===== src/hw/rtl/fkdeb_pkg.sv =====
// Shared types and constants for the four-key debouncer.
package fkdeb_pkg;

  localparam int MaskWidth = 4;
  localparam int WordWidth = 16;
  localparam int CodeWidth = 3;

  localparam logic [CodeWidth-1:0] CODE_NONE = 3'd0;
  localparam logic [CodeWidth-1:0] CODE_LONG = 3'd5;

  typedef enum logic [1:0] {
    CFG_REPEAT_ENABLE   = 2'd0,
    CFG_REPEAT_PERIOD   = 2'd1,
    CFG_LONG_HOLD_TICKS = 2'd2,
    CFG_LONG_COUNT      = 2'd3
  } cfg_index_t;

  localparam logic                 RESET_REPEAT_ENABLE   = 1'b0;
  localparam logic [WordWidth-1:0] RESET_REPEAT_PERIOD   = 16'd5;
  localparam logic [WordWidth-1:0] RESET_LONG_HOLD_TICKS = 16'd60000;
  localparam logic [WordWidth-1:0] RESET_LONG_COUNT      = 16'd600;

  typedef struct packed {
    logic                 repeat_enable;
    logic [WordWidth-1:0] repeat_period;
    logic [WordWidth-1:0] long_hold_ticks;
    logic [WordWidth-1:0] long_count;
  } cfg_t;

  // What one key lane reports for the current tick.
  typedef struct packed {
    logic fire;
    logic is_long;
  } lane_evt_t;

endpackage


===== src/hw/rtl/fkdeb_if.sv =====
// Handshake interfaces for the key scan items and the event items.
interface fkdeb_key_if;
  logic                             valid;
  logic                             ready;
  logic [fkdeb_pkg::MaskWidth-1:0] pressed_mask;

  modport source (output valid, output pressed_mask, input ready);
  modport sink (input valid, input pressed_mask, output ready);
endinterface

interface fkdeb_event_if;
  logic                             valid;
  logic                             ready;
  logic [fkdeb_pkg::CodeWidth-1:0] event_code;

  modport source (output valid, output event_code, input ready);
  modport sink (input valid, input event_code, output ready);
endinterface


===== src/hw/rtl/fkdeb_lane.sv =====
// One key lane: debounce state machine, hold counter and optional long-press wait.
module fkdeb_lane #(
  parameter bit HAS_LONG = 1'b0
) (
  input  logic                 clk,
  input  logic                 rst,
  input  logic                 step,
  input  logic                 down,
  input  fkdeb_pkg::cfg_t      cfg,
  output fkdeb_pkg::lane_evt_t evt
);

  typedef enum logic [1:0] {
    PH_IDLE         = 2'd0,
    PH_DEBOUNCE     = 2'd1,
    PH_PRESSED      = 2'd2,
    PH_WAIT_RELEASE = 2'd3
  } phase_t;

  phase_t                              phase;
  phase_t                              phase_next;
  logic [fkdeb_pkg::WordWidth-1:0]     hold;
  logic [fkdeb_pkg::WordWidth-1:0]     hold_next;
  logic [fkdeb_pkg::WordWidth-1:0]     long_wait;
  logic [fkdeb_pkg::WordWidth-1:0]     long_wait_next;
  logic [fkdeb_pkg::WordWidth-1:0]     hold_inc;
  logic [fkdeb_pkg::WordWidth-1:0]     wait_inc;

  assign hold_inc = hold + 16'd1;
  assign wait_inc = long_wait + 16'd1;

  always_comb begin
    phase_next     = phase;
    hold_next      = hold;
    long_wait_next = long_wait;
    evt            = '0;
    unique case (phase)
      PH_IDLE: begin
        if (down) begin
          phase_next = PH_DEBOUNCE;
          hold_next  = '0;
        end
      end
      PH_DEBOUNCE: begin
        if (down) begin
          phase_next = PH_PRESSED;
          hold_next  = '0;
        end else begin
          phase_next = PH_IDLE;
        end
      end
      PH_PRESSED: begin
        if (!down) begin
          phase_next = PH_IDLE;
          evt.fire   = 1'b1;
        end else begin
          hold_next = hold_inc;
          if (HAS_LONG && hold_inc >= cfg.long_hold_ticks) begin
            long_wait_next = wait_inc;
            if (wait_inc >= cfg.long_count) begin
              evt.fire       = 1'b1;
              evt.is_long    = 1'b1;
              long_wait_next = '0;
              phase_next     = PH_WAIT_RELEASE;
            end
          end else if (cfg.repeat_enable && hold_inc >= cfg.repeat_period) begin
            evt.fire  = 1'b1;
            hold_next = '0;
          end
        end
      end
      PH_WAIT_RELEASE: begin
        if (!down) begin
          phase_next     = PH_IDLE;
          hold_next      = '0;
          long_wait_next = '0;
        end
      end
      default: phase_next = PH_IDLE;
    endcase
  end

  always_ff @(posedge clk) begin
    if (rst) begin
      phase     <= PH_IDLE;
      hold      <= '0;
      long_wait <= '0;
    end else if (step) begin
      phase     <= phase_next;
      hold      <= hold_next;
      long_wait <= long_wait_next;
    end
  end

endmodule


===== src/hw/rtl/fkdeb_merge.sv =====
// Priority merge of the lane reports into one event code, highest key first.
module fkdeb_merge #(
  parameter int KEY_COUNT = 4
) (
  input  fkdeb_pkg::lane_evt_t             evt [KEY_COUNT],
  output logic [fkdeb_pkg::CodeWidth-1:0] code
);

  always_comb begin
    code = fkdeb_pkg::CODE_NONE;
    // Later lanes override earlier ones, so the highest-numbered key wins.
    for (int i = 0; i < KEY_COUNT; i++) begin
      if (evt[i].fire) begin
        code = evt[i].is_long ? fkdeb_pkg::CODE_LONG : fkdeb_pkg::CodeWidth'(i + 1);
      end
    end
  end

endmodule


===== src/hw/rtl/four_key_debouncer_repeat_long_press_top.sv =====
// Key debouncer with auto-repeat and long press: lanes, merge and output register.
// Latency: the event item for a scan item is valid in the cycle after the scan is accepted.
// Throughput: one scan item per cycle; the single output register lets a new scan in
// whenever it is empty or its event is taken in the same cycle.
// Reset (rst, synchronous, active high): all keys idle, hold and long-wait counters zero,
// output empty, registers back to repeat off, period 5, hold 60000, long count 600.
module four_key_debouncer_repeat_long_press_top #(
  parameter int KEY_COUNT      = 4,
  parameter int LONG_KEY_INDEX = 3
) (
  input  logic                            clk,
  input  logic                            rst,
  fkdeb_key_if.sink                       keys,
  fkdeb_event_if.source                   events,
  input  logic                            cfg_we,
  input  logic [1:0]                      cfg_index,
  input  logic [fkdeb_pkg::WordWidth-1:0] cfg_data
);

  // Configuration registers. Writes are to arrive only while the block is idle; the block does not enforce this.
  fkdeb_pkg::cfg_t cfg;

  always_ff @(posedge clk) begin
    if (rst) begin
      cfg.repeat_enable   <= fkdeb_pkg::RESET_REPEAT_ENABLE;
      cfg.repeat_period   <= fkdeb_pkg::RESET_REPEAT_PERIOD;
      cfg.long_hold_ticks <= fkdeb_pkg::RESET_LONG_HOLD_TICKS;
      cfg.long_count      <= fkdeb_pkg::RESET_LONG_COUNT;
    end else if (cfg_we) begin
      unique case (fkdeb_pkg::cfg_index_t'(cfg_index))
        fkdeb_pkg::CFG_REPEAT_ENABLE:   cfg.repeat_enable   <= cfg_data[0];
        fkdeb_pkg::CFG_REPEAT_PERIOD:   cfg.repeat_period   <= cfg_data;
        fkdeb_pkg::CFG_LONG_HOLD_TICKS: cfg.long_hold_ticks <= cfg_data;
        fkdeb_pkg::CFG_LONG_COUNT:      cfg.long_count      <= cfg_data;
        default: ;
      endcase
    end
  end

  // The scan is taken when the output register is free or drains this cycle.
  logic out_valid;
  logic step;

  assign keys.ready = !out_valid || events.ready;
  assign step       = keys.valid && keys.ready;

  // One lane per key. Keys beyond the width of the scan mask never see a press,
  // and only the lane at LONG_KEY_INDEX carries the long-press wait counter.
  logic [KEY_COUNT-1:0]  down;
  fkdeb_pkg::lane_evt_t  lane_evt [KEY_COUNT];

  for (genvar i = 0; i < KEY_COUNT; i++) begin : g_lane
    if (i < fkdeb_pkg::MaskWidth) begin : g_in
      assign down[i] = keys.pressed_mask[i];
    end else begin : g_none
      assign down[i] = 1'b0;
    end

    fkdeb_lane #(
      .HAS_LONG (i == LONG_KEY_INDEX)
    ) u_lane (
      .clk  (clk),
      .rst  (rst),
      .step (step),
      .down (down[i]),
      .cfg  (cfg),
      .evt  (lane_evt[i])
    );
  end

  // The merge picks the highest-numbered key that fired this tick.
  logic [fkdeb_pkg::CodeWidth-1:0] code;

  fkdeb_merge #(
    .KEY_COUNT (KEY_COUNT)
  ) u_merge (
    .evt  (lane_evt),
    .code (code)
  );

  // Output register: every accepted scan produces exactly one event item.
  logic [fkdeb_pkg::CodeWidth-1:0] event_code;

  always_ff @(posedge clk) begin
    if (rst) begin
      out_valid <= 1'b0;
    end else if (step) begin
      out_valid <= 1'b1;
    end else if (events.ready) begin
      out_valid <= 1'b0;
    end
  end

  always_ff @(posedge clk) begin
    if (step) begin
      event_code <= code;
    end
  end

  assign events.valid      = out_valid;
  assign events.event_code = event_code;

  // An accepted scan always leaves a pending event behind it.
  a_accept_gives_event: assert property (@(posedge clk) disable iff (rst)
    step |=> out_valid)
    else $error("accepted scan did not produce an event item");

  // The block only holds off scans while an untaken event sits in the output.
  a_stall_only_when_full: assert property (@(posedge clk) disable iff (rst)
    !keys.ready |-> (out_valid && !events.ready))
    else $error("scan stalled with the output free");

  // Nothing is pending right after reset.
  a_empty_after_reset: assert property (@(posedge clk)
    rst |=> !out_valid)
    else $error("event pending after reset");

endmodule

===== src/flat_wrapper.sv =====
// flat-port wrapper written by rule: the top's interface ports become plain ports
module four_key_debouncer_repeat_long_press_top_flat 
#(
  parameter int KEY_COUNT      = 4,
  parameter int LONG_KEY_INDEX = 3
)
  (clk, rst, cfg_we, cfg_index, cfg_data, keys_valid, keys_pressed_mask, keys_ready, events_valid, events_event_code, events_ready);
  fkdeb_key_if keys_i ();
  fkdeb_event_if events_i ();
  input  logic clk;
  input  logic rst;
  input  logic cfg_we;
  input  logic [1:0] cfg_index;
  input  logic [fkdeb_pkg::WordWidth-1:0] cfg_data;
  input wire logic [$bits(keys_i.valid)-1:0] keys_valid;
  input wire logic [$bits(keys_i.pressed_mask)-1:0] keys_pressed_mask;
  output wire logic [$bits(keys_i.ready)-1:0] keys_ready;
  output wire logic [$bits(events_i.valid)-1:0] events_valid;
  output wire logic [$bits(events_i.event_code)-1:0] events_event_code;
  input wire logic [$bits(events_i.ready)-1:0] events_ready;
  assign keys_i.valid = keys_valid;
  assign keys_i.pressed_mask = keys_pressed_mask;
  assign keys_ready = keys_i.ready;
  assign events_valid = events_i.valid;
  assign events_event_code = events_i.event_code;
  assign events_i.ready = events_ready;
  four_key_debouncer_repeat_long_press_top #(.KEY_COUNT(KEY_COUNT), .LONG_KEY_INDEX(LONG_KEY_INDEX)) u_core (.clk(clk), .rst(rst), .keys(keys_i), .events(events_i), .cfg_we(cfg_we), .cfg_index(cfg_index), .cfg_data(cfg_data));
endmodule

===== config.mk =====
export PLATFORM = sky130hd
export DESIGN_NAME = four_key_debouncer_repeat_long_press_top_flat
export DESIGN_NICKNAME = d
export VERILOG_FILES = /design/src/hw/rtl/fkdeb_pkg.sv /design/src/hw/rtl/fkdeb_if.sv /design/src/hw/rtl/fkdeb_lane.sv /design/src/hw/rtl/fkdeb_merge.sv /design/src/hw/rtl/four_key_debouncer_repeat_long_press_top.sv /design/src/flat_wrapper.sv
export SDC_FILE = /design/constraint.sdc
export NUM_CORES = 1
export LEC_CHECK = 0
export BUFFER_PORTS_ARGS = -buffer_cell sky130_fd_sc_hd__buf_2
export CAP_MARGIN = 10
export CORE_MARGIN = 10
export CORE_UTILIZATION = 35
export CTS_CLUSTER_DIAMETER = 50
export CTS_CLUSTER_SIZE = 8
export DETAILED_ROUTE_END_ITERATION = 8
export GPL_TIMING_DRIVEN = 1
export SLEW_MARGIN = 10
export SYNTH_ARGS = -nofsm -noshare
export SYNTH_HDL_FRONTEND = slang
export SYNTH_SLANG_ARGS = --single-unit

===== constraint.sdc =====
create_clock -name clk -period 8.4 [get_ports clk]
set_clock_uncertainty 0.15 [all_clocks]
set_input_delay 0.42 -clock clk [delete_from_list [all_inputs] [get_ports clk]]
set_output_delay 0.42 -clock clk [all_outputs]
set_load 0.03 [all_outputs]

==> results of run 1 <==
[per-layer routing]
metal | global-route usage | up-vias | part of all wire
met2 | 0.2294 | 109 | 0.46
met3 | 0.03072 | 16 | 0.037
met5 | 0 | - | 0
met1 | 0.1826 | 3417 | 0.49
li1 | - | 3746 | -
met4 | 0.03398 | 0 | 0.010
[kinds of logic after synthesis]
kind of cell,share of synthesized area
flops,0.3318
compound gates,0.1847
xor+xnor,0.07232
simple gates,0.2085
buf+inv,0.04758
mux,0.008149
fa+ha+maj,0.1470
[placed cells by master, fill, tap and decap left out, types with 5 or more instances in the layout]
master / n
sky130_fd_sc_hd__a211oi_1: 8
sky130_fd_sc_hd__a21o_1: 15
sky130_fd_sc_hd__a21oi_1: 94
sky130_fd_sc_hd__a22o_1: 15
sky130_fd_sc_hd__a22oi_1: 37
sky130_fd_sc_hd__a31oi_1: 8
sky130_fd_sc_hd__and3_1: 26
sky130_fd_sc_hd__buf_2: 31
sky130_fd_sc_hd__buf_4: 5
sky130_fd_sc_hd__clkbuf_16: 17
sky130_fd_sc_hd__dfxtp_1: 138
sky130_fd_sc_hd__ha_1: 101
sky130_fd_sc_hd__inv_1: 66
sky130_fd_sc_hd__inv_6: 6
sky130_fd_sc_hd__mux2i_1: 7
sky130_fd_sc_hd__nand2_1: 147
sky130_fd_sc_hd__nand2b_1: 13
sky130_fd_sc_hd__nand3_1: 45
sky130_fd_sc_hd__nand4_1: 17
sky130_fd_sc_hd__nor2_1: 76
sky130_fd_sc_hd__nor3_1: 11
sky130_fd_sc_hd__o211ai_1: 14
sky130_fd_sc_hd__o21ai_0: 30
sky130_fd_sc_hd__or2_2: 8
sky130_fd_sc_hd__xnor2_1: 44
sky130_fd_sc_hd__xor2_1: 27
[worst reg2reg max path, stage by stage (launching register included)]
cell	delay, ns
sky130_fd_sc_hd__dfxtp_1	0.44
sky130_fd_sc_hd__ha_1	0.22
sky130_fd_sc_hd__nand3_1	0.14
sky130_fd_sc_hd__nor2_1	0.25
sky130_fd_sc_hd__nand2_1	0.10
sky130_fd_sc_hd__and2_1	0.17
sky130_fd_sc_hd__or2_2	0.30
sky130_fd_sc_hd__ha_1	0.28
sky130_fd_sc_hd__nand4_1	0.13
sky130_fd_sc_hd__a211oi_1	0.23
sky130_fd_sc_hd__a2111oi_0	0.10
sky130_fd_sc_hd__o21a_1	0.21
sky130_fd_sc_hd__nor4_2	0.96
sky130_fd_sc_hd__a21o_1	0.23
sky130_fd_sc_hd__a21o_1	0.10
[how the worst min path moves through the flow]
| stage | startpoint | endpoint | cells after the start | slack, ns |
|---|---|---|---|---|
| detailed placement | u_core.cfg[39] | u_core.cfg[39] | 2 | 0.30 |
| global placement | u_core.cfg[35] | u_core.cfg[35] | 2 | 0.29 |
| floorplan | u_core.cfg[10] | u_core.cfg[10] | 2 | 0.29 |
| finish | keys_valid | u_core.events.valid | 3 | 0.09 |
| CTS | keys_valid | u_core.events.valid | 3 | 0.08 |
| global route | keys_valid | u_core.events.valid | 3 | 0.09 |
[final cells by class]
| cell class | count | area share |
|---|---|---|
| Multi-Input combinational cell | 803 | 0.5577 |
| Sequential cell | 141 | 0.2978 |
| Clock inverter | 13 | 0.01110 |
| Clock buffer | 18 | 0.04480 |
| Tap cell | 324 | 0.04231 |
| Inverter | 67 | 0.02625 |
| Timing Repair Buffer | 36 | 0.02011 |
[stage by stage]
step           total power, mW  setup WS [ns]  utilization  area [um^2]
5_1_grt                  1.554          3.999       0.3951         9580
6_report                 1.497          4.344       0.3951         9580
2_1_floorplan           0.7727          4.722            -         8598
4_1_cts                  1.514          4.350       0.3951         9580
3_3_place_gp            0.8107          4.392       0.3730         9045
3_5_place_dp            0.8120          4.368       0.3730         9045
[registers in the layout (all words and copies together), names as in the netlist]
name / count
u_core.g_lane.u_lane.hold: 64
u_core.g_lane.u_lane.long_wait: 16
u_core.events.event_code: 3
u_core.cfg: 49
u_core.events.valid: 1
u_core.g_lane.u_lane.phase: 8
[power by group]
part,internal (mW),switching (mW)
clock network,0.383,0.316
registers,0.683,0.00784
logic,0.0337,0.0731
total,1.10,0.397
==> impl_metrics.ini, run 1 <==
[timing]
clock.fmax_mhz = 246.5
setup_total_negative_slack_ns = 0
max_slew_margin = 0.2578
timing.final.max_slew_violations = 0
finalSetupViolCount = 0
rsz0062_at_grt = no
timing.final.crit_share = 0.4829
final_number_of_hold_violating_endpoints = 0
worst_hold_slack_ns = 0.09194
period_minus_slack_ns = 4.056
slew_at_the_pin_closest_to_its_max_slew_limit_ns = 1.104

[critical_path]
r2r_slack_ns = 4.34
critPathSlowestCell = sky130_fd_sc_hd__nor4_2
critical_path.endpoint = u_core.g_lane[3].u_lane.long_wait[7]
timing.critical_path.from_type = flip-flop
worstPathArrival_ns = 4.29
cp_data_required_time_ns = 8.63
crit_path_start = u_core.g_lane[3].u_lane.hold[0]
worstSetupPathType = reg2reg
critical_path.max_stage_delay_ns = 0.96
crit_buf_inv = 0
worst-r2r-cell-count = 14
crit_fanout = 12
critical_path.reg2reg.startpoint = u_core.g_lane[3].u_lane.hold[0]
worst-path-stages = 14
crit_family = simple AND/OR/NAND/NOR gates
cell_chain_critical_path = ha_1 > nand3_1 > nor2_1 > nand2_1 > and2_1 > or2_2 > ha_1 > nand4_1 > a211oi_1 > a2111oi_0 > o21a_1 > nor4_2 > a21o_1 > a21o_1
critPathCaptureType = flip-flop
endpoint_of_the_worst_register_to_register_path = u_core.g_lane[3].u_lane.long_wait[7]

[clock_tree]
cts_num_sinks = 141
hold_buffers = 0
cts_resized = 0
worst_skew_pair_latency_ns = 0.43
cts_buffer_depth = 2
cts_tree = built
post_cts_buffers = 0
h_tree_level_count = 4
clock_root_buffer_master = sky130_fd_sc_hd__clkbuf_16
number_of_buffers_created_by_cts = 17
clock_pin_slew_reported_for_the_worst_setup_and_hold_paths_after_clock_tree_synthesis_ns = 0.06

[routing]
postRouteAntennaNets = 0
drc = 0
wl_per_cell_um = 15.51
vias = 7288
drt_first_pass_iters = 5
finalWirelength_um = 21740
via_per_inst = 5.198
detailedRoute.firstIterationViolations = 490

[final_layout]
flow.area_growth_from_synthesis_pct = 11.42
design.final.nets = 1194
multi_input_comb_area_mm2 = 0.005343
instances_no_fill = 1402
antenna_cells_inserted = 0
regArea_mm2 = 0.002853
post_route_cells_drive_above_1_share = 0.07885
fillerInstances = 2565

[logic_synthesis]
postSynthAreaPerCell_um2 = 8.181
yosys.area.top_type_share = 0.3213
number_of_synthesis_warnings = 0
yosys_register_bits = 141
synth_top_area_cell = sky130_fd_sc_hd__dfxtp_1
yosys.cell_types.count = 55
synth_edf_count = 3
synth_area_leaders = sky130_fd_sc_hd__dfxtp_1, sky130_fd_sc_hd__ha_1, sky130_fd_sc_hd__nand2_1, sky130_fd_sc_hd__a21oi_1, sky130_fd_sc_hd__xnor2_1
synthTopCellsByCount = sky130_fd_sc_hd__nand2_1, sky130_fd_sc_hd__dfxtp_1, sky130_fd_sc_hd__ha_1
syn_area_mm2 = 0.008598
synthesis.instances = 1051
register_area_share_after_synthesis = 0.3318
yosysMostFrequentCell = sky130_fd_sc_hd__nand2_1
async_flop_share = 0
mappedNetlistNets = 1179
synth_flop_cell = sky130_fd_sc_hd__dfxtp_1

[grt]
grt_start_max_net_pins = 73
grt_pass1_wl_um = 34940
initial_antenna_violation_count = 0
grt.total_usage = 0.1399
globalRouteOverflowTotal = 0
first_global_vias = 6769

[placement]
dp_hpwl_um = 15810
portbufs = 31
place_congestion = 0.8174
placedCellCount = 1371

[hold_path]
holdCritPathClass = in2reg

[die]
design.die.area_mm2 = 0.03124
chipWidth_um = 176.7
initial_core_utilization = 0.3546
y_dimension_of_the_die_um = 176.7
num_io_pins = 32
fp-row-count = 57
floorplan.core_area_mm2 = 0.02425

[pwr]
cellPowerDensity_mw_per_mm2 = 156.2
leakage_nw = 4.109
ir_worst_vdd_uv = 120.5

[outcome]
run_status = finished clean

[run]
total_of_max_cap_violations = 0
Power figures use the tool's default switching activity.
==> run 2, diff against run 1 <==
==> constraint.sdc (replaced) <==
create_clock -name clk -period 3.3 [get_ports clk]
set_clock_uncertainty 0.15 [all_clocks]
set_input_delay 0.165 -clock clk [delete_from_list [all_inputs] [get_ports clk]]
set_output_delay 0.165 -clock clk [all_outputs]
set_load 0.03 [all_outputs]
==> run 2 against run 1 <==
  * The run now ends with negative setup slack left
  * Worst hold slack got worse by 0.070 ns
  * Design area rose by 30%
  * Die area is the same
  * Register-to-register slack lost 4.6 ns
  * Power rose to 2.8 times the previous value
  * Combinational power increased to 3.3 times the previous value
  * First-iteration DRC count grew 2.2%
  * Cell count increased by 15%
  * Clock power grew to 2.9 times the previous value
  * Largest cell class unchanged
  * Largest power group unchanged
==> impl_metrics.ini, run 2 (same netlist as run 1, synthesis figures left out) <==
[outcome]
run_status = complete, but fails checks
failed_checks = negative setup slack

[run]
total_of_max_cap_violations = 0

[final_layout]
postLayoutCoreUtil = 0.5147
flow.area_growth_from_synthesis_pct = 45.15
largest_register = u_core.g_lane.u_lane.hold
largest_registers = u_core.g_lane.u_lane.hold: 64 flops, u_core.cfg: 49 flops, u_core.g_lane.u_lane.long_wait: 16 flops
layout.cells.most_common_list = sky130_fd_sc_hd__buf_4, sky130_fd_sc_hd__nand2_1, sky130_fd_sc_hd__dfxtp_1, sky130_fd_sc_hd__ha_1, sky130_fd_sc_hd__a21oi_1
layout.cells.most_common = sky130_fd_sc_hd__buf_4
largest_register_ffs = 64
postLayoutCellArea_mm2 = 0.01248
design.final.nets = 1400
multi_input_comb_area_mm2 = 0.006394
antenna_cells_inserted = 0
fillerInstances = 2205
post_route_cells_drive_above_1_share = 0.3424
regArea_mm2 = 0.002894

[timing]
period_minus_slack_ns = 3.576
rsz0062_at_grt = yes
max_slew_margin = 0.3990
timing.final.crit_share = 1.084
finalSetupViolCount = 45
final_number_of_hold_violating_endpoints = 0
slew_at_the_pin_closest_to_its_max_slew_limit_ns = 0.8993
final_setup_slack_of_the_worst_path_ns = -0.2765
clock.fmax_mhz = 279.6
setup_total_negative_slack_ns = -5.759
timing.final.max_slew_violations = 0
worst_hold_slack_ns = 0.02205

[critical_path]
r2r_slack_ns = -0.28
endpoint_of_the_worst_register_to_register_path = u_core.g_lane[1].u_lane.hold[6]
cp_data_required_time_ns = 3.53
timing.critical_path.from_type = flip-flop
critical_path.reg2reg.startpoint = u_core.g_lane[1].u_lane.hold[4]
crit_fanout = 7
worstPathArrival_ns = 3.81
critPathCaptureType = flip-flop
worst-r2r-cell-count = 14
worstSetupPathType = reg2reg
critical_path.endpoint = u_core.g_lane[1].u_lane.hold[6]
crit_path_start = u_core.g_lane[1].u_lane.hold[4]

[grt]
grt_start_max_net_pins = 39
initial_antenna_violation_count = 0
first_global_vias = 8224
globalRouteOverflowTotal = 0
grt.total_usage = 0.1646
grt_pass1_wl_um = 41600

[die]
num_io_pins = 32
design.die.area_mm2 = 0.03124
floorplan.core_area_mm2 = 0.02425
chipWidth_um = 176.7
initial_core_utilization = 0.3546
y_dimension_of_the_die_um = 176.7
fp-row-count = 57

[routing]
drc = 0
via_per_inst = 5.219
wl_per_cell_um = 16.50
postRouteAntennaNets = 0
drt_first_pass_iters = 5
finalWirelength_um = 26550
vias = 8398
detailedRoute.firstIterationViolations = 501

[pwr]
internal_power_mw = 2.963
seq_power_share = 0.423
cellPowerDensity_mw_per_mm2 = 331.6
power_frac_clock = 0.492
p_switching_mw = 1.176
pwr-share-comb = 0.085
swShare = 0.2840
leakage_nw = 5.438
ir_worst_vdd_uv = 289.2

[placement]
dpl-instance-area_mm2 = 0.01031
placement.setup.worst_slack_ns = -0.4687
place_congestion = 0.8493
dp_hpwl_um = 18220
portbufs = 31

[clock_tree]
h_tree_level_count = 4
worst_skew_pair_latency_ns = 0.45
number_of_buffers_created_by_cts = 17
clock_root_buffer_master = sky130_fd_sc_hd__clkbuf_16
cts_tree = built
cts_num_sinks = 141
clock_pin_slew_reported_for_the_worst_setup_and_hold_paths_after_clock_tree_synthesis_ns = 0.07
cts_buffer_depth = 2

[hold_path]
holdCritPathClass = in2reg
[run 2: changes by cell type in the layout (fill, tap and decap cells not counted), moves of 12 or more]
cell / before / now
sky130_fd_sc_hd__buf_6: 0 / 12
sky130_fd_sc_hd__a22oi_1: 37 / 13
sky130_fd_sc_hd__dlygate4sd3_1: 0 / 24
sky130_fd_sc_hd__a22oi_2: 0 / 24
sky130_fd_sc_hd__nor2_1: 76 / 63
sky130_fd_sc_hd__nand3_1: 45 / 27
sky130_fd_sc_hd__dfxtp_1: 138 / 119
sky130_fd_sc_hd__and3_4: 0 / 16
sky130_fd_sc_hd__dfxtp_2: 0 / 12
sky130_fd_sc_hd__xnor2_1: 44 / 28
sky130_fd_sc_hd__and3_1: 26 / 10
sky130_fd_sc_hd__buf_4: 5 / 169
sky130_fd_sc_hd__o21ai_0: 30 / 18
sky130_fd_sc_hd__xnor2_2: 0 / 14
[run 2: metrics by stage]
step	total power, mW	cells
final	4.139	1609
after detailed placement	2.085	1515
after floorplan	1.965	1051
after global routing	4.285	1609
after global placement	2.080	1515
after CTS	4.137	1588
[run 2: final cells by class]
| cell class | count | share of cell area |
|---|---|---|
| Timing Repair Buffer | 241 | 0.1538 |
| Multi-Input combinational cell | 804 | 0.5123 |
| Clock buffer | 17 | 0.03409 |
| Clock inverter | 15 | 0.01534 |
| Tap cell | 324 | 0.03248 |
| Inverter | 67 | 0.02015 |
| Sequential cell | 141 | 0.2319 |
[run 2: worst min-delay path by stage]
stage | from | endpoint | slack (ns) | cells after the start
6_report | rst | u_core.cfg[48] | 0.02 | 2
3_5_place_dp | keys_valid | u_core.events.valid | 0.28 | 3
5_1_grt | rst | u_core.cfg[36] | 0.05 | 2
2_1_floorplan | cfg_data[0] | u_core.cfg[32] | 0.14 | 2
4_1_cts | rst | u_core.cfg[48] | 0.01 | 2
3_3_place_gp | keys_valid | u_core.events.valid | 0.27 | 3
[run 2: power by group through the flow]
stage | logic (mW) | clock network (mW) | registers [mW]
2_1_floorplan | 0.171 | 0 | 1.79
6_report | 0.352 | 2.04 | 1.75
4_1_cts | 0.333 | 2.05 | 1.75
3_5_place_dp | 0.291 | 0 | 1.79
3_3_place_gp | 0.287 | 0 | 1.79
5_1_grt | 0.387 | 2.14 | 1.76
[run 2: per-layer routing]
layer / share of wire / GRT usage / vias up
met3: 0.045 / 0.03392 / 37
met1: 0.45 / 0.2138 / 4025
met4: 0.016 / 0.04378 / 0
li1: - / - / 4169
met5: 0 / 0 / -
met2: 0.48 / 0.2713 / 167
[run 2: critical path: stages (launching register included)]
cell and delay [ns]:
sky130_fd_sc_hd__dfxtp_4 0.37, sky130_fd_sc_hd__nand3_4 0.09, sky130_fd_sc_hd__nor3_4 0.20, sky130_fd_sc_hd__and3_4 0.28, sky130_fd_sc_hd__nand3_4 0.09, sky130_fd_sc_hd__xnor2_2 0.15, sky130_fd_sc_hd__ha_1 0.31, sky130_fd_sc_hd__nand2_1 0.08
sky130_fd_sc_hd__nor2_1 0.05, sky130_fd_sc_hd__a211o_1 0.22, sky130_fd_sc_hd__o41a_1 0.47, sky130_fd_sc_hd__buf_6 0.14, sky130_fd_sc_hd__or4_4 0.59, sky130_fd_sc_hd__o21ai_2 0.19, sky130_fd_sc_hd__a21o_1 0.13
[run 2: what timing repair did]
action                                  4_1_cts  5_1_grt
pin swaps                                    63       87
resized for setup                            96      115
hold endpoints to repair                     56        0
hold buffers                                 24        0
buffers inserted                             15       26
endpoints found under the setup margin       67       74
cloned                                        2        1
==> run 3, diff against run 2 <==
--- a/config.mk
+++ b/config.mk
@@ -5,6 +5,7 @@
 export SDC_FILE = /design/constraint.sdc
 export NUM_CORES = 1
 export LEC_CHECK = 0
+export ABC_AREA = 1
 export BUFFER_PORTS_ARGS = -buffer_cell sky130_fd_sc_hd__buf_2
 export CAP_MARGIN = 10
 export CORE_MARGIN = 10
==> constraint.sdc (replaced) <==
create_clock -name clk -period 3.3 [get_ports clk]
set_clock_uncertainty 0.15 [all_clocks]
set_input_delay 0.33 -clock clk [delete_from_list [all_inputs] [get_ports clk]]
set_output_delay 0.33 -clock clk [all_outputs]
set_load 0.03 [all_outputs]
==> run 3 against run 2 <==
  * The run now ends clean
  * Sequential power about the same
  * Clock-buffer cell count increased by 2
  * Via count increased by 1.6%
  * Core utilization decreased by 11 points
  * Combinational power increased by 12%
  * Register-to-register slack improved by 0.41 ns
  * Critical path type unchanged
  * Largest power group unchanged
==> impl_metrics.ini, run 3 <==
[grt]
first_global_vias = 7903
grt.total_usage = 0.1449
grt_start_max_net_pins = 51
grt_pass1_wl_um = 39900
globalRouteOverflowTotal = 0
initial_antenna_violation_count = 0

[placement]
portbufs = 31
place_congestion = 0.8688
dpl-instance-area_mm2 = 0.01011
dp_hpwl_um = 17860

[critical_path]
cp_data_required_time_ns = 3.51
critPathCaptureType = flip-flop
timing.critical_path.from_type = flip-flop
worstSetupPathType = reg2reg
worstPathArrival_ns = 3.38
critical_path.max_stage_delay_ns = 0.37
crit_buf_inv = 3
crit_family = simple AND/OR/NAND/NOR gates
cell_chain_critical_path = nand2_2 > nor2_4 > nand3_4 > nor3_4 > nand3_1 > xor2_1 > inv_2 > ha_1 > a21oi_1 > o21a_1 > nand2_1 > inv_1 > nand2_4 > o21ai_4 > buf_6 > nand2_1 > a21oi_1
critPathSlowestCell = sky130_fd_sc_hd__dfxtp_2
crit_fanout = 16

[routing]
m1WireLength_um = 12660
detailedRoute.firstIterationViolations = 597
met2_length_um = 11010
drc = 0
drt_first_pass_iters = 4
vias = 8536
via_per_inst = 4.923
finalWirelength_um = 24890
met3WireLength_um = 882
postRouteAntennaNets = 0
wl_per_cell_um = 14.36
routed.top_layer = met4

[logic_synthesis]
async_flop_share = 0
postSynthAreaPerCell_um2 = 7.123
yosys.cell_types.count = 48
syn_area_mm2 = 0.009559
mappedNetlistNets = 1470
number_of_synthesis_warnings = 0
synthesis.instances = 1342
synth_flop_cell = sky130_fd_sc_hd__dfxtp_1
register_area_share_after_synthesis = 0.2984
yosysMostFrequentCell = sky130_fd_sc_hd__nand2_1
synth_area_leaders = sky130_fd_sc_hd__dfxtp_1, sky130_fd_sc_hd__ha_1, sky130_fd_sc_hd__nand2_1, sky130_fd_sc_hd__a21oi_1, sky130_fd_sc_hd__inv_1
yosys.area.top_type_share = 0.2890
yosys_register_bits = 141
synth_top_area_cell = sky130_fd_sc_hd__dfxtp_1
synthTopCellsByCount = sky130_fd_sc_hd__nand2_1, sky130_fd_sc_hd__inv_1, sky130_fd_sc_hd__a21oi_1
synth_edf_count = 3

[clock_tree]
cts_tree = built
cts_buffer_depth = 2
worst_skew_pair_latency_ns = 0.43
cts_num_sinks = 141
clock_pin_slew_reported_for_the_worst_setup_and_hold_paths_after_clock_tree_synthesis_ns = 0.07
number_of_buffers_created_by_cts = 17
h_tree_level_count = 4
hold_buffers = 0
clock_root_buffer_master = sky130_fd_sc_hd__clkbuf_16

[final_layout]
multi_input_comb_area_mm2 = 0.006006
layout.cells.most_common = sky130_fd_sc_hd__nand2_1
regArea_mm2 = 0.002873
largest_register_ffs = 64
largest_register = u_core.g_lane.u_lane.hold
fillerInstances = 2762
design.final.nets = 1508
flow.area_growth_from_synthesis_pct = 14.67
post_route_cells_drive_above_1_share = 0.1536
layout.cells.most_common_list = sky130_fd_sc_hd__nand2_1, sky130_fd_sc_hd__inv_1, sky130_fd_sc_hd__a21oi_1, sky130_fd_sc_hd__dfxtp_1, sky130_fd_sc_hd__ha_1
antenna_cells_inserted = 0
postLayoutCellArea_mm2 = 0.01096
largest_registers = u_core.g_lane.u_lane.hold: 64 flops, u_core.cfg: 49 flops, u_core.g_lane.u_lane.long_wait: 16 flops

[timing]
max_slew_margin = 0.2422
period_minus_slack_ns = 3.168
timing.final.crit_share = 0.9599
timing.final.max_slew_violations = 0
finalSetupViolCount = 0
setup_total_negative_slack_ns = 0
final_number_of_hold_violating_endpoints = 0
clock.fmax_mhz = 315.7
slew_at_the_pin_closest_to_its_max_slew_limit_ns = 1.129

[pwr]
cellPowerDensity_mw_per_mm2 = 369.8
ir_worst_vdd_uv = 305.5
leakage_nw = 4.865

[die]
y_dimension_of_the_die_um = 185.3
num_io_pins = 32
chipWidth_um = 185.3
initial_core_utilization = 0.3547
fp-row-count = 60
floorplan.core_area_mm2 = 0.02695
design.die.area_mm2 = 0.03432

[run]
total_of_max_cap_violations = 0

[outcome]
run_status = finished clean

[hold_path]
holdCritPathClass = in2reg
[run 3: changes by cell type after synthesis, moves of 12 or more]
cell,change
sky130_fd_sc_hd__o21ai_0,+29
sky130_fd_sc_hd__xnor2_1,-33
sky130_fd_sc_hd__a21oi_1,+60
sky130_fd_sc_hd__and3_1,-26
sky130_fd_sc_hd__a22oi_1,-37
sky130_fd_sc_hd__nand3_1,+22
sky130_fd_sc_hd__a21o_1,-13
sky130_fd_sc_hd__nand2b_1,-13
sky130_fd_sc_hd__nand2_1,+168
sky130_fd_sc_hd__a22o_1,-15
sky130_fd_sc_hd__a21oi_2,+12
sky130_fd_sc_hd__inv_1,+111
sky130_fd_sc_hd__nand2_2,+14
[run 3: path summary, 6_finish.rpt]
path,startpoint,end,slack (ns),cells past startpoint
worst max-delay path,u_core.g_lane[3].u_lane.hold[2],u_core.g_lane[3].u_lane.long_wait[2],0.13,17
worst max register to register,u_core.g_lane[3].u_lane.hold[2],u_core.g_lane[3].u_lane.long_wait[2],0.13,17
worst min-delay path,cfg_data[2],u_core.cfg[34],0.008,3
worst min register to register,u_core.cfg[17],u_core.cfg[17],0.31,2
[run 3: power by group]
| group | internal (mW) | switching, mW |
|---|---|---|
| Sequential | 1.75 | 0.0288 |
| Clock | 1.05 | 0.827 |
| Combinational | 0.121 | 0.273 |
| Total | 2.92 | 1.13 |
[run 3: layout make-up]
class	count	area share
Multi-Input combinational cell	971	0.5479
Sequential cell	141	0.2621
Inverter	192	0.06609
Clock buffer	19	0.03949
Tap cell	341	0.03892
Timing Repair Buffer	57	0.03344
Clock inverter	13	0.01210
[run 3: worst min-delay path, stage by stage]
cell and delay [ns]:
sky130_fd_sc_hd__buf_2 0.10, sky130_fd_sc_hd__nand2_1 0.05, sky130_fd_sc_hd__o211ai_1 0.06
[run 3: repair_timing]
item | in CTS | in global routing
pin swaps | 1 | 14
endpoints found under the setup margin | 2 | 69
gates resized for setup | 0 | 60
buffers inserted | 1 | 4
[run 3: cells by family after synthesis]
logic type,Yosys count,share of synthesized area
buffers and inverters,230,0.09529
xor gates and xnor gates,53,0.05170
DFF,141,0.2984
AOI/OAI and AO/OA,259,0.1513
adders and majority gates,101,0.1322
and+or+nand+nor,558,0.2711
[run 3: metrics by stage]
| stage | total power [mW] | cells | hold slack [ns] | utilization | setup WS, ns |
|---|---|---|---|---|---|
| 3_3_place_gp | 2.188 | 1697 | 0.3024 | 0.3752 | 0.1005 |
| 5_1_grt | 4.228 | 1734 | 0.002069 | 0.4067 | -0.03677 |
| 3_5_place_dp | 2.194 | 1697 | 0.3033 | 0.3752 | -0.003584 |
| 6_report | 4.054 | 1734 | 0.008149 | 0.4067 | 0.1325 |
| 4_1_cts | 4.076 | 1730 | 0.0004447 | 0.3969 | 0.02966 |
| 2_1_floorplan | 2.072 | 1342 | 0.2831 | - | 0.4062 |
[run 3: metal layers]
layer / up-vias / GRT usage
met3: 23 / 0.02645
li1: 4459 / -
met4: 0 / 0.03771
met2: 140 / 0.2241
met1: 3914 / 0.2014
met5: - / 0
